[src/hw/rtl/cic_ram.sv]
// Generic single-write, single-read RAM with registered read data.
// No dependencies.
`timescale 1ns / 1ps

module cic_ram #(
  parameter int WIDTH = 8,
  parameter int DEPTH = 16
) (
  input  logic                     clk_i,
  input  logic                     we_i,
  input  logic [$clog2(DEPTH)-1:0] waddr_i,
  input  logic [WIDTH-1:0]         wdata_i,
  input  logic [$clog2(DEPTH)-1:0] raddr_i,
  output logic [WIDTH-1:0]         rdata_o
);
  logic [WIDTH-1:0] mem_q [DEPTH];

  always_ff @(posedge clk_i) begin
    if (we_i) begin
      mem_q[waddr_i] <= wdata_i;
    end
    rdata_o <= mem_q[raddr_i];
  end
endmodule

[config.mk]
export PLATFORM = sky130hd
export DESIGN_NAME = cic_ram
export DESIGN_NICKNAME = d
export VERILOG_FILES = /design/src/hw/rtl/cic_ram.sv
export SDC_FILE = /design/constraint.sdc
export NUM_CORES = 1
export LEC_CHECK = 0
export ABC_AREA = 0
export BUFFER_PORTS_ARGS = -buffer_cell sky130_fd_sc_hd__buf_2
export CAP_MARGIN = 20
export CORE_MARGIN = 10
export CORE_UTILIZATION = 30
export DETAILED_ROUTE_END_ITERATION = 8
export PLACE_DENSITY = 0.52
export RECOVER_POWER = 50
export SLEW_MARGIN = 40
export SYNTH_ARGS = -nofsm -noshare
export SYNTH_HDL_FRONTEND = slang
export SYNTH_SLANG_ARGS = --single-unit
[constraint.sdc]
create_clock -name clk_i -period 2.9 [get_ports clk_i]
set_input_delay 0 -clock clk_i [delete_from_list [all_inputs] [get_ports clk_i]]
set_output_delay 0 -clock clk_i [all_outputs]
set_load 0.01 [all_outputs]
# Word-level counts from Yosys, hierarchy flattened
# Memories as Yosys holds them, arrays and structs flattened. A register that Yosys moved wholly into a read port is not among the register bits.
# Index checks and enable logic that the tools add are counted.
word_totals:
  out_inout_bits: 8
  ramBits: 128
  elab_cells: 3
  input_bits: 18
  register_bits: 0
  mem_count: 1
memory_table:
  columns: ["name", "depth", "word_bits", "read_ports", "rd_clocked_by_memory_dff", "write_ports", "line_no", "text"]
  rows:
  - ["mem_q", 16, 8, 1, 1, 1, "16", "logic [WIDTH-1:0] mem_q [DEPTH];"]
op_classes:
  n_mux: 2
op_table:
  columns: ["cell", "n"]
  rows:
  - ["1-bit two-way mux", 2]

# Logic depth before layout (Yosys ltp)
depth:
  depth_word: 2
  depth_mapped: 5
  mapped_depth_nobuf: 3

# Worst setup path after synthesis
# No wires, ideal clock.
synth_path:
  kind: "in2reg"
  startpoint: "input port waddr_i[2]"
  endpoint: "memory mem_q[0][0] (enable)"
  slack_ns: 1.407
  setup_ns: 0.383
  n_path_buf: 0
  required_time_ns: 2.517
  stages: 2
  arrival_time_ns: 1.110
  cell_sequence: "or3b_2 > nor3_1"
synth_lines:
  columns: ["element", "line_no", "text"]
  rows:
  - ["start, declared", "11", "input logic [$clog2(DEPTH)-1:0] waddr_i,"]
  - ["end, declared", "16", null]
# Straight into the memory's write port.

==> qor.yml <==
outcome:
  outcome: "finished clean"
global_routing:
  grt_start_max_net_pins: 33
  grt-ovfl-total: 0
  grt_pass1_wl_um: 15500
  antenna_found_initial: 0
  first_global_vias: 2512
  grt_use_total_pct: 9.48
place:
  placed_cells: 472
  dp_hpwl_um: 6520
  place.gp.congestion: 0.721
  portBuffers: 25
  dpl_worst_slack_ns: 0.920
sta:
  setup_viol: 0
  finalHoldViolations: 0
  worst_slew_pin_slew_ns: 0.844
  setup_slack_ns: 1.41
  period_share_pct: 51.5
  fmax_ghz: 0.670
  fin_tns_setup_ns: 0
  fin_crit_ns: 1.49
  slew-limit-headroom_pct: 43.6
  hold_ws_ns: 0.179
  rsz0062_at_grt: "false"
  finalClockSkew_ns: 0.00601
  finalMaxSlewViolations: 0
floorplan:
  initial_utilization_pct: 30.8
  die_h_um: 151
  die-width_um: 151
  dieArea_um2: 22800
  fp-row-count: 47
  ios: 26
  design.core.area_um2: 16700
route:
  wl_um: 10200
  avgRoutedWirePerCell_um: 19.9
  route.layer.met1.wl_um: 4790
  dr.max_layer_used: "met4"
  drt_iter0_markers: 128
  drc: 0
  routed-wl-met3_um: 541
  wl_met2_um: 4790
  drtPass1Iterations: 4
  antenna_left: 0
  dr_total_vias: 2399
  avgViaCountPerCell: 4.69
setup_path:
  critPathArrivalTime_ns: 1.78
  crit_path_start: "raddr_i[0]"
  critPathLaunchType: "input pin"
  r2r_start: "mem_q[1][2]"
  path_class: "in -> reg"
  endpoint_kind: "register"
  worst-path-max-fanout: 17
  critPathRequiredTime_ns: 3.19
clocking:
  cts_resized: 0
  clock_latency_ns: 0.41
  postCtsSetupBuffers: 0
  clockRootBuffer: "clkbuf_16"
  cts.sinks: 136
  cts_tree: "yes"
  path_clk_slew_ns: 0.05
  numCtsBuffers: 17
  h-tree-depth: 4
  clockBufferDepth: 2
run:
  cap_violations: 0
synth:
  synth.net_count: 247
  syn_area_um2: 5150
  ys_warn_count: 0
  seq_area_frac_synth_pct: 77.8
  ys_types: 19
  ys_ff_latch: 136
  syn-instance-count: 229
  syn_area_per_cell_um2: 22.5
final_layout:
  drive_above_1_share_pct: 26.4
  n_antenna_cell: 0
  final_nets: 297
  fillCellCount: 1534
  synthToLayoutAreaGrowth_pct: 19.8
  fin_cells: 512
  fin_util_pct: 36.9
pwr:
  power_density_nw_per_um2: 718
  ir_drop_uv: 418
  leakagePower_uw: 0.00200
hold_path:
  hp-start: "waddr_i[1]"
  hp-class: "in -> reg"
[report_power, final]
part / switching (uW) / total [uW] / leakage [uW] / internal (uW)
combinational: 123 / 209 / 0.000512 / 86.1
sequential: 10.8 / 2210 / 0.00122 / 2200
clock: 764 / 2010 / 0.000269 / 1250
[layout make-up]
type                            instances  area [um2]  share of cell area, %
Sequential cell                       136        4000                   64.9
Multi-Input combinational cell         83        1080                   17.5
Clock buffer                           17         425                   6.90
Tap cell                              220         275                   4.46
Timing Repair Buffer                   41         249                   4.04
Clock inverter                         15         135                   2.19
[flip-flops by register name, indices dropped and copies added, names as in the netlist]
register  flops
rdata_o       8
mem_q       128
[timing repair]
action                     in CTS  in global routing
hold endpoints to repair      128                  0
hold buffers                    8                  0
setup endpoints to repair       0                  0
[cells in the final DEF, fill, tap and decap left out, drive strengths merged]
cell type	instances
nor2b	1
dfxtp	8
buf	22
nand2b	2
mux4	32
and2	1
inv	1
or3b	1
nor2	13
nand2	9
edfxtp	128
nor3	4
clkinv	9
a22oi	16
bufinv	2
clkbuf	28
nand3	1
and2b	1
dlygate4sd3	8
clkinvlp	3
nand3b	2
[per-stage QoR]
stage | power (uW) | cell area, um2
2_1_floorplan | 2370 | 5150
3_3_place_gp | 2450 | 5520
5_1_grt | 4590 | 6170
3_5_place_dp | 2460 | 5530
6_report | 4430 | 6170
4_1_cts | 4480 | 6170
[synthesized netlist by cell type]
library cell / instances / area (um2)
a22oi_1: 16 / 120
and2_1: 1 / 6.26
and2b_1: 1 / 7.51
buf_2: 3 / 15.0
buf_4: 1 / 7.51
buf_6: 3 / 33.8
clkdlybuf4s25_2: 3 / 30.0
dfxtp_1: 8 / 160
edfxtp_1: 128 / 3840
mux4_1: 14 / 368
mux4_2: 18 / 405
nand2_1: 9 / 33.8
nand2b_1: 2 / 12.5
nand3_1: 1 / 5.00
nand3b_1: 2 / 15.0
nor2_1: 13 / 48.8
nor2b_1: 1 / 6.26
nor3_1: 4 / 20.0
or3b_2: 1 / 8.76
[worst max-delay path: stages]
cell	delay, ns
buf_2	0.42
buf_4	0.43
mux4_2	0.55
a22oi_1	0.28
nand2_1	0.08
[kinds of logic (layout without fill, tap and decap cells)]
| kind of cell | after synthesis | after routing | share of synthesized area, % |
|---|---|---|---|
| flip-flops | 136 | 136 | 77.8 |
| multiplexers | 32 | 32 | 15.0 |
| buffers and inverters | 10 | 73 | 1.68 |
| AND/OR/NAND/NOR | 35 | 35 | 3.18 |
| AO/OA/AOI/OAI | 16 | 16 | 2.33 |
[metal layers]
layer | track usage [%] | vias up
met2 | 13.8 | 56
met4 | 4.19 | 0
met1 | 12.9 | 1264
li1 | - | 1074
met3 | 2.68 | 5
met5 | 0 | -
[worst paths after layout]
| kind | slack [ns] | to | depth (start not counted) |
|---|---|---|---|
| max | 1.41 | rdata_o[7] | 5 |
| min | 0.18 | mem_q[4][2] | 3 |
| max reg2reg | 1.41 | rdata_o[2] | 3 |
| min reg2reg | 0.67 | rdata_o[1] | 3 |
Power figures use the tool's default switching activity.
