===== src/hw/rtl/cic_pkg.sv =====
// Shared constants, codes and types of the choppiness index classifier.
// No dependencies; every other file of the block but cic_ram imports it.
`timescale 1ns / 1ps

package cic_pkg;

  localparam int MAX_PERIOD_DEF  = 64;
  localparam int PRICE_WIDTH_DEF = 32;

  // configuration port
  localparam int CFG_IDX_W  = 2;
  localparam int CFG_DATA_W = 16;
  localparam int PERIOD_W   = 7;
  localparam int THR_W      = 16;

  localparam logic [CFG_IDX_W-1:0] REG_PERIOD   = 2'd0;
  localparam logic [CFG_IDX_W-1:0] REG_CHOPPY   = 2'd1;
  localparam logic [CFG_IDX_W-1:0] REG_TRENDING = 2'd2;

  localparam logic [PERIOD_W-1:0] PERIOD_RST   = 7'd14;
  localparam logic [THR_W-1:0]    CHOPPY_RST   = 16'd15821;  // 61.8
  localparam logic [THR_W-1:0]    TRENDING_RST = 16'd9779;   // 38.2

  // Q8.8 index
  localparam int IDX_W = 16;
  localparam logic [IDX_W-1:0] CHOP_HALF = 16'd12800;  // 50.0
  localparam logic [IDX_W-1:0] CHOP_MAX  = 16'd51200;  // 200.0

  // log2 unit
  localparam int MANT_W   = 32;
  localparam int LOG_FRAC = 16;

  typedef enum logic [1:0] {
    MC_NEUTRAL      = 2'd0,
    MC_CHOPPY       = 2'd1,
    MC_TRENDING     = 2'd2,
    MC_TRANSITIONAL = 2'd3
  } market_class_e;

endpackage


===== src/hw/rtl/cic_log2.sv =====
// Fixed-point log2 unit: bit-serial normalize, then one mantissa squaring per
// fraction bit. Depends on cic_pkg.
`timescale 1ns / 1ps

module cic_log2 import cic_pkg::*; #(
  parameter int XW = 38,
  parameter int NW = $clog2(XW)
) (
  input  logic                   clk_i,
  input  logic                   rst_ni,
  input  logic                   start_i,
  input  logic [XW-1:0]          x_i,
  output logic                   done_o,
  output logic [NW+LOG_FRAC-1:0] lg_o
);
  localparam logic [1:0] L_IDLE = 2'd0;
  localparam logic [1:0] L_NORM = 2'd1;
  localparam logic [1:0] L_SQ   = 2'd2;
  localparam int CW = $clog2(LOG_FRAC);

  logic [1:0]          state_q, state_d;
  logic [XW-1:0]       x_q, x_d;
  logic [NW-1:0]       n_q, n_d;
  logic [MANT_W-1:0]   m_q, m_d;
  logic [LOG_FRAC-1:0] frac_q, frac_d;
  logic [CW-1:0]       cnt_q, cnt_d;
  logic                done_q, done_d;
  logic [2*MANT_W-1:0] sq;
  logic [MANT_W:0]     sq_t;

  assign sq   = m_q * m_q;
  assign sq_t = sq[2*MANT_W-1 -: MANT_W+1];

  always_comb begin
    state_d = state_q;
    x_d     = x_q;
    n_d     = n_q;
    m_d     = m_q;
    frac_d  = frac_q;
    cnt_d   = cnt_q;
    done_d  = 1'b0;
    unique case (state_q)
      L_IDLE: begin
        if (start_i) begin
          x_d     = x_i;
          n_d     = NW'(XW - 1);
          state_d = L_NORM;
        end
      end
      L_NORM: begin
        if (x_q[XW-1] || n_q == '0) begin
          m_d     = x_q[XW-1 -: MANT_W];
          cnt_d   = '0;
          state_d = L_SQ;
        end else begin
          x_d = {x_q[XW-2:0], 1'b0};
          n_d = n_q - 1'b1;
        end
      end
      L_SQ: begin
        // square, then halve back into [1,2) when it overflowed
        if (sq_t[MANT_W]) begin
          m_d    = sq_t[MANT_W:1];
          frac_d = {frac_q[LOG_FRAC-2:0], 1'b1};
        end else begin
          m_d    = sq_t[MANT_W-1:0];
          frac_d = {frac_q[LOG_FRAC-2:0], 1'b0};
        end
        cnt_d = cnt_q + 1'b1;
        if (cnt_q == CW'(LOG_FRAC - 1)) begin
          done_d  = 1'b1;
          state_d = L_IDLE;
        end
      end
      default: state_d = L_IDLE;
    endcase
  end

  always_ff @(posedge clk_i or negedge rst_ni) begin
    if (!rst_ni) begin
      state_q <= L_IDLE;
      done_q  <= 1'b0;
      cnt_q   <= '0;
    end else begin
      state_q <= state_d;
      done_q  <= done_d;
      cnt_q   <= cnt_d;
    end
  end

  always_ff @(posedge clk_i) begin
    x_q    <= x_d;
    n_q    <= n_d;
    m_q    <= m_d;
    frac_q <= frac_d;
  end

  assign done_o = done_q;
  assign lg_o   = {n_q, frac_q};
endmodule


===== config.mk =====
export PLATFORM = sky130hd
export DESIGN_NAME = cic_log2
export DESIGN_NICKNAME = d
export VERILOG_FILES = /design/src/hw/rtl/cic_pkg.sv /design/src/hw/rtl/cic_log2.sv
export SDC_FILE = /design/constraint.sdc
export NUM_CORES = 2
export LEC_CHECK = 0
export BUFFER_PORTS_ARGS = -buffer_cell sky130_fd_sc_hd__buf_2
export CAP_MARGIN = 20
export CORE_AREA = 2 2 371 373
export DETAILED_ROUTE_END_ITERATION = 7
export DIE_AREA = 0 0 373 375
export PLACE_DENSITY = 0.39
export SETUP_SLACK_MARGIN = 0.3
export SYNTH_ARGS = -nofsm -noshare
export SYNTH_HDL_FRONTEND = slang
export SYNTH_SLANG_ARGS = --single-unit

===== constraint.sdc =====
create_clock -name clk_i -period 10.65 [get_ports clk_i]
set_input_delay 0.5325 -clock clk_i [delete_from_list [all_inputs] [get_ports clk_i]]
set_output_delay 0.5325 -clock clk_i [all_outputs]
set_load 0.05 [all_outputs]

## Yosys cells after proc, flatten, opt, wreduce, memory -nomap -nowiden

Cells that the tools add are included.

- Bitwise gates (word level): 0
- Reductions and logical operators: 8
- Multiplexer cells: 18
- Multiply operators: 1
- Eq/ne operators: 7
- Magnitude comparators: 0
- Divide/modulo/power cells: 0
- Shift-type cells: 0
- $add $sub $neg: 2

Operators with widths:

| operator | count |
|---|---|
| 38-bit two-way mux | 2 |
| 38-bit one-hot mux with 2 select lines | 1 |
| 32-bit by 32-bit multiplier with 64-bit output | 1 |
| 32-bit two-way mux | 2 |
| 32-bit one-hot mux with 2 select lines | 1 |
| 6-bit two-way mux | 2 |
| 6-bit one-hot mux with 2 select lines | 1 |
| 2-bit != test, second input constant | 4 |
| 4-bit one-hot mux with 2 select lines | 1 |
| 6-bit logical NOT | 1 |
| 2-bit two-way mux | 3 |
| 2-bit one-hot mux with 3 select lines | 1 |
| 3-bit AND reduction | 2 |
| 6-bit by 1-bit subtractor with 6-bit output, second input constant | 1 |
| 4-bit by 1-bit adder with 4-bit output, second input constant | 1 |
| 4-bit == test, second input constant | 1 |
| 4-bit two-way mux | 1 |
| 2-bit nonzero test | 2 |
| 1-bit two-way mux | 3 |
| 2-bit by 1-bit == test with 1-bit output, second input constant | 1 |
| 2-bit == test, second input constant | 1 |
| 2-bit logical NOT | 1 |
| 2-bit AND reduction | 1 |
| 1-bit logical OR | 1 |

- Memories kept: 0
- Word-level logic and storage cells: 43
- Bits in latches: 0
- ROM bits: 0
- Register bits after elaboration: 99
- RAM bits: 0

## Logic depth before layout (Yosys ltp)

- Depth in word-level cells: 4
- Depth in mapped cells: 32
- Mapped depth without buffers: 27

## Least setup slack after synthesis

No wires, ideal clock.

- Path kind: register -> register
- From: register m_q[14]
- To: register m_q[14] (data pin)
- Data arrival time: 7392 ps
- Stages on the path, launching flop included: 27
- Path buffers: 2
- Setup slack: 2989 ps
- Required time: 10381 ps
- Path through: edfxtp_1 -> clkbuf_1 -> clkbuf_1 -> nand2_1 -> fa_1 -> inv_1 -> fa_1 -> inv_1 -> fa_1 -> fa_1 -> inv_1 -> fa_1 -> inv_1 -> fa_1 -> inv_1 -> fa_1 -> fa_1 -> ha_1 -> a211oi_1 -> o21bai_1 -> a2111oi_2 -> a31oi_1 -> o41ai_2 -> o21ai_1 -> a21oi_1 -> xor2_1 -> o31ai_1

- Word-level cells in the longest chain between the ends: 3

Ends and longest elaborated chain:

| element | line | RTL |
|---|---|---|
| start: declaration | cic_log2.sv:24 | `logic [MANT_W-1:0] m_q, m_d;` |
| start signal: assignment | cic_log2.sv:94 | `m_q <= m_d;` |
| 32-bit by 32-bit multiplier with 64-bit output | cic_log2.sv:31 | `assign sq = m_q * m_q;` |
| 32-bit two-way mux | cic_log2.sv:62 | `if (sq_t[MANT_W]) begin` |
| 32-bit one-hot mux with 2 select lines | cic_log2.sv:42 | `unique case (state_q)` |
| named net m_d[14] | cic_log2.sv:24 |  |

The timed path passes the listed nets, and every way through them passes these cells.
A chain may end at the register's enable or synchronous reset.

## Worst setup path in the final report

- From: register m_q[26]
- To: register m_q[24] (data pin)

Same word-level chain as after synthesis.

==> results.toml <==
[status]
status = "complete, no violations"

[finish]
finalNetCount = 4702
area_growth_pct = 8.20
final_layout_size_suffix_gt1_share_pct = 5.48
fillers = 14700
layout.cells.non_filler = 5373

[clock_tree]
tritoncts = "done"
cts_root_buf = "clkbuf_16"
insertion_delay_ns = 0.38
clk_pin_slew_ns = 0.08
htreeDepth = 3
cts_buffers = 9
clock_path_buffers = 2
cts.sink_count = 99
post_cts_buffers = 0

[setup_path]
cp-end-kind = "flip-flop"
slowest_stage = "edfxtp_1"
crit_top_cell = "fa_1"
worstReg2RegEnd = "m_q[24]$_DFFE_PP_"
r2r_slack_ns = 1.10
crit_buf_inv = 7
path_class = "reg2reg"
critPathLaunchType = "flip-flop"
crit_fanout = 18
worstPathRequired_ns = 10.76
rr_worst_depth = 26
r2r_start = "m_q[26]$_DFFE_PP_"
critPathMaxStageDelay_ns = 0.95
crit_family = "adder cells"
arrival_ns = 9.66

[sta]
post-route-period-util_pct = 89.6
finalHoldViolations = 0
setup-violations-final = 0
max_freq_mhz = 105
tightest_slew_ns = 0.983
slew_headroom_pct = 34.4
rsz0062_at_grt = "false"
clock_skew_ns = 0.0133
tns_ns = 0
fin_crit_ns = 9.55
drv_slew = 0

[floorplanning]
start_util_pct = 24.8
core_um2 = 136000
die_y_um = 375
die-area_um2 = 140000
die_w_um = 373
rows = 136
design.portCount = 64

[logic_synthesis]
async_reset_ff_share_pct = 7.07
synth_area_leaders = "fa_1, ha_1, inv_1"
synth_warnings = 0
postSynth.topFlopCell = "edfxtp_1"
syn-num-nets = 4705
syn_area_um2 = 33800
synth_top_area_share_pct = 46.9
yosysTopAreaCell = "fa_1"
synth_common_cells = "inv_1, fa_1, nand2_1"
yosysUniqueCellTypes = 83
netlist_instances = 3573
synth-edff-count = 92
synth-seq-area-share_pct = 8.69
synthMostInstantiatedCell = "inv_1"
synth.ff_latch_count = 99
post_synth.cell_area_avg_um2 = 9.46

[global_routing]
grt_busiest_layer = "met2"
grt_overflow = 0
antenna_found_initial = 5
grt_max_degree = 42
grt_usage_pct = 15.2
grt_pass1_vias = 25900
grt_first_pass_wirelength_mm = 161
use_met3_pct = 1.30
globalRouteMet1Util_pct = 19.9
grt_use_met2_pct = 27.0

[place]
portBuffers = 63
gp_congestion = 0.835
dp.cells = 5351
dp_hpwl_mm = 88.2

[routing]
dr.pass1.iters = 5
wl_per_cell_um = 19.2
routed_via_density = 4.22
vias = 22700
ant_nets = 0
dr.first_iter.drc_count = 999
finalWirelength_mm = 103
drc = 0

[min_path]
holdPathEnd = "x_q[22]$_DFFE_PP_"
min_from = "x_i[22]"
hold_path.class = "in2reg"
min_path_cells = 3

[flow_run]
maxCapViolCount = 0
## registers in the layout, indices dropped and copies added, names as in the netlist
name	cells
state_q	2
x_q	38
m_q	32
frac_q	16
cnt_q	4
done_o	1
n_q	6
## metal layers
metal | part of all wire [%] | routed length [um] | up-vias
li1 | - | - | 10600
met1 | 44 | 45500 | 11700
met2 | 51 | 52600 | 268
met3 | 2.5 | 2560 | 80
met4 | 2.7 | 2740 | 2
met5 | 0.0087 | 9 | -
## worst reg2reg max path: stages (launching register included)
cell	delay [ns]
edfxtp_1	0.95
buf_4	0.35
nand2_1	0.10
fa_1	0.57
inv_1	0.10
fa_1	0.49
fa_1	0.53
inv_1	0.05
fa_1	0.48
inv_1	0.06
fa_1	0.48
fa_1	0.53
fa_1	0.50
inv_1	0.05
fa_1	0.48
inv_1	0.05
ha_1	0.51
nand4_1	0.19
nor2_1	0.35
nand3_1	0.26
a221oi_2	0.64
o31ai_4	0.11
mux2i_1	0.24
or2_1	0.30
buf_4	0.30
a21oi_1	0.10
a21oi_1	0.50
## stage by stage
step	cell area, um^2	setup slack, ns	utilization, %	hold slack [ns]
after floorplan	33800	2.99	-	0.237
after global placement	36200	1.02	26.6	0.391
after detailed placement	36200	1.18	26.6	0.382
after CTS	36500	1.13	26.8	0.403
after global routing	36600	0.717	26.8	0.414
final	36600	1.10	26.8	0.420
## cell type report
class	instances	area, um^2	share of cell area (%)
flip-flops and latches	99	2940	8.03
well taps	1794	2240	6.14
diodes	4	10.0	0.0274
clock inverters	7	50.0	0.137
multi-input cells	2346	26500	72.6
repair buffers	130	861	2.35
clock buffers	9	225	0.616
inverters	984	3700	10.1
## how the worst max path moves through the flow
stage,from,endpoint,depth (start not counted)
CTS,m_q[8]$_DFFE_PP_,m_q[24]$_DFFE_PP_,26
detailed placement,m_q[8]$_DFFE_PP_,m_q[24]$_DFFE_PP_,26
floorplan,m_q[14]$_DFFE_PP_,m_q[14]$_DFFE_PP_,26
finish,m_q[26]$_DFFE_PP_,m_q[24]$_DFFE_PP_,26
global route,m_q[8]$_DFFE_PP_,m_q[24]$_DFFE_PP_,26
global placement,m_q[19]$_DFFE_PP_,m_q[24]$_DFFE_PP_,25
## cells in the final DEF, fill, tap and decap left out, types with 26 or more instances in the layout
cell and instances:
a21oi_1 71, a31oi_1 28, and2_1 231, buf_2 63, buf_4 64, edfxtp_1 92
fa_1 791, ha_1 300, inv_1 980, nand2_1 445, nand3_1 26, nor2_1 86
o21ai_0 44, xnor2_1 34, xor2_1 39
## kinds of logic (layout without fill, tap and decap cells)
group / Yosys count / count (layout) / share of synthesized area, %
compound gates: 279 / 279 / 5.66
xor+xnor: 73 / 73 / 1.89
fa+ha+maj: 1091 / 1091 / 58.0
buf+inv: 1128 / 1130 / 12.8
flops: 99 / 99 / 8.69
mux: 17 / 17 / 0.540
other cells: 0 / 4 / 0
simple gates: 886 / 886 / 12.4
## repair_timing
item,CTS,global route
endpoints found under the hold margin,7,0
hold buffers,1,0
gates resized for setup,0,0
Power is not shown: default switching activity piles up to over one toggle a cycle in this logic, so the estimate is an artifact.
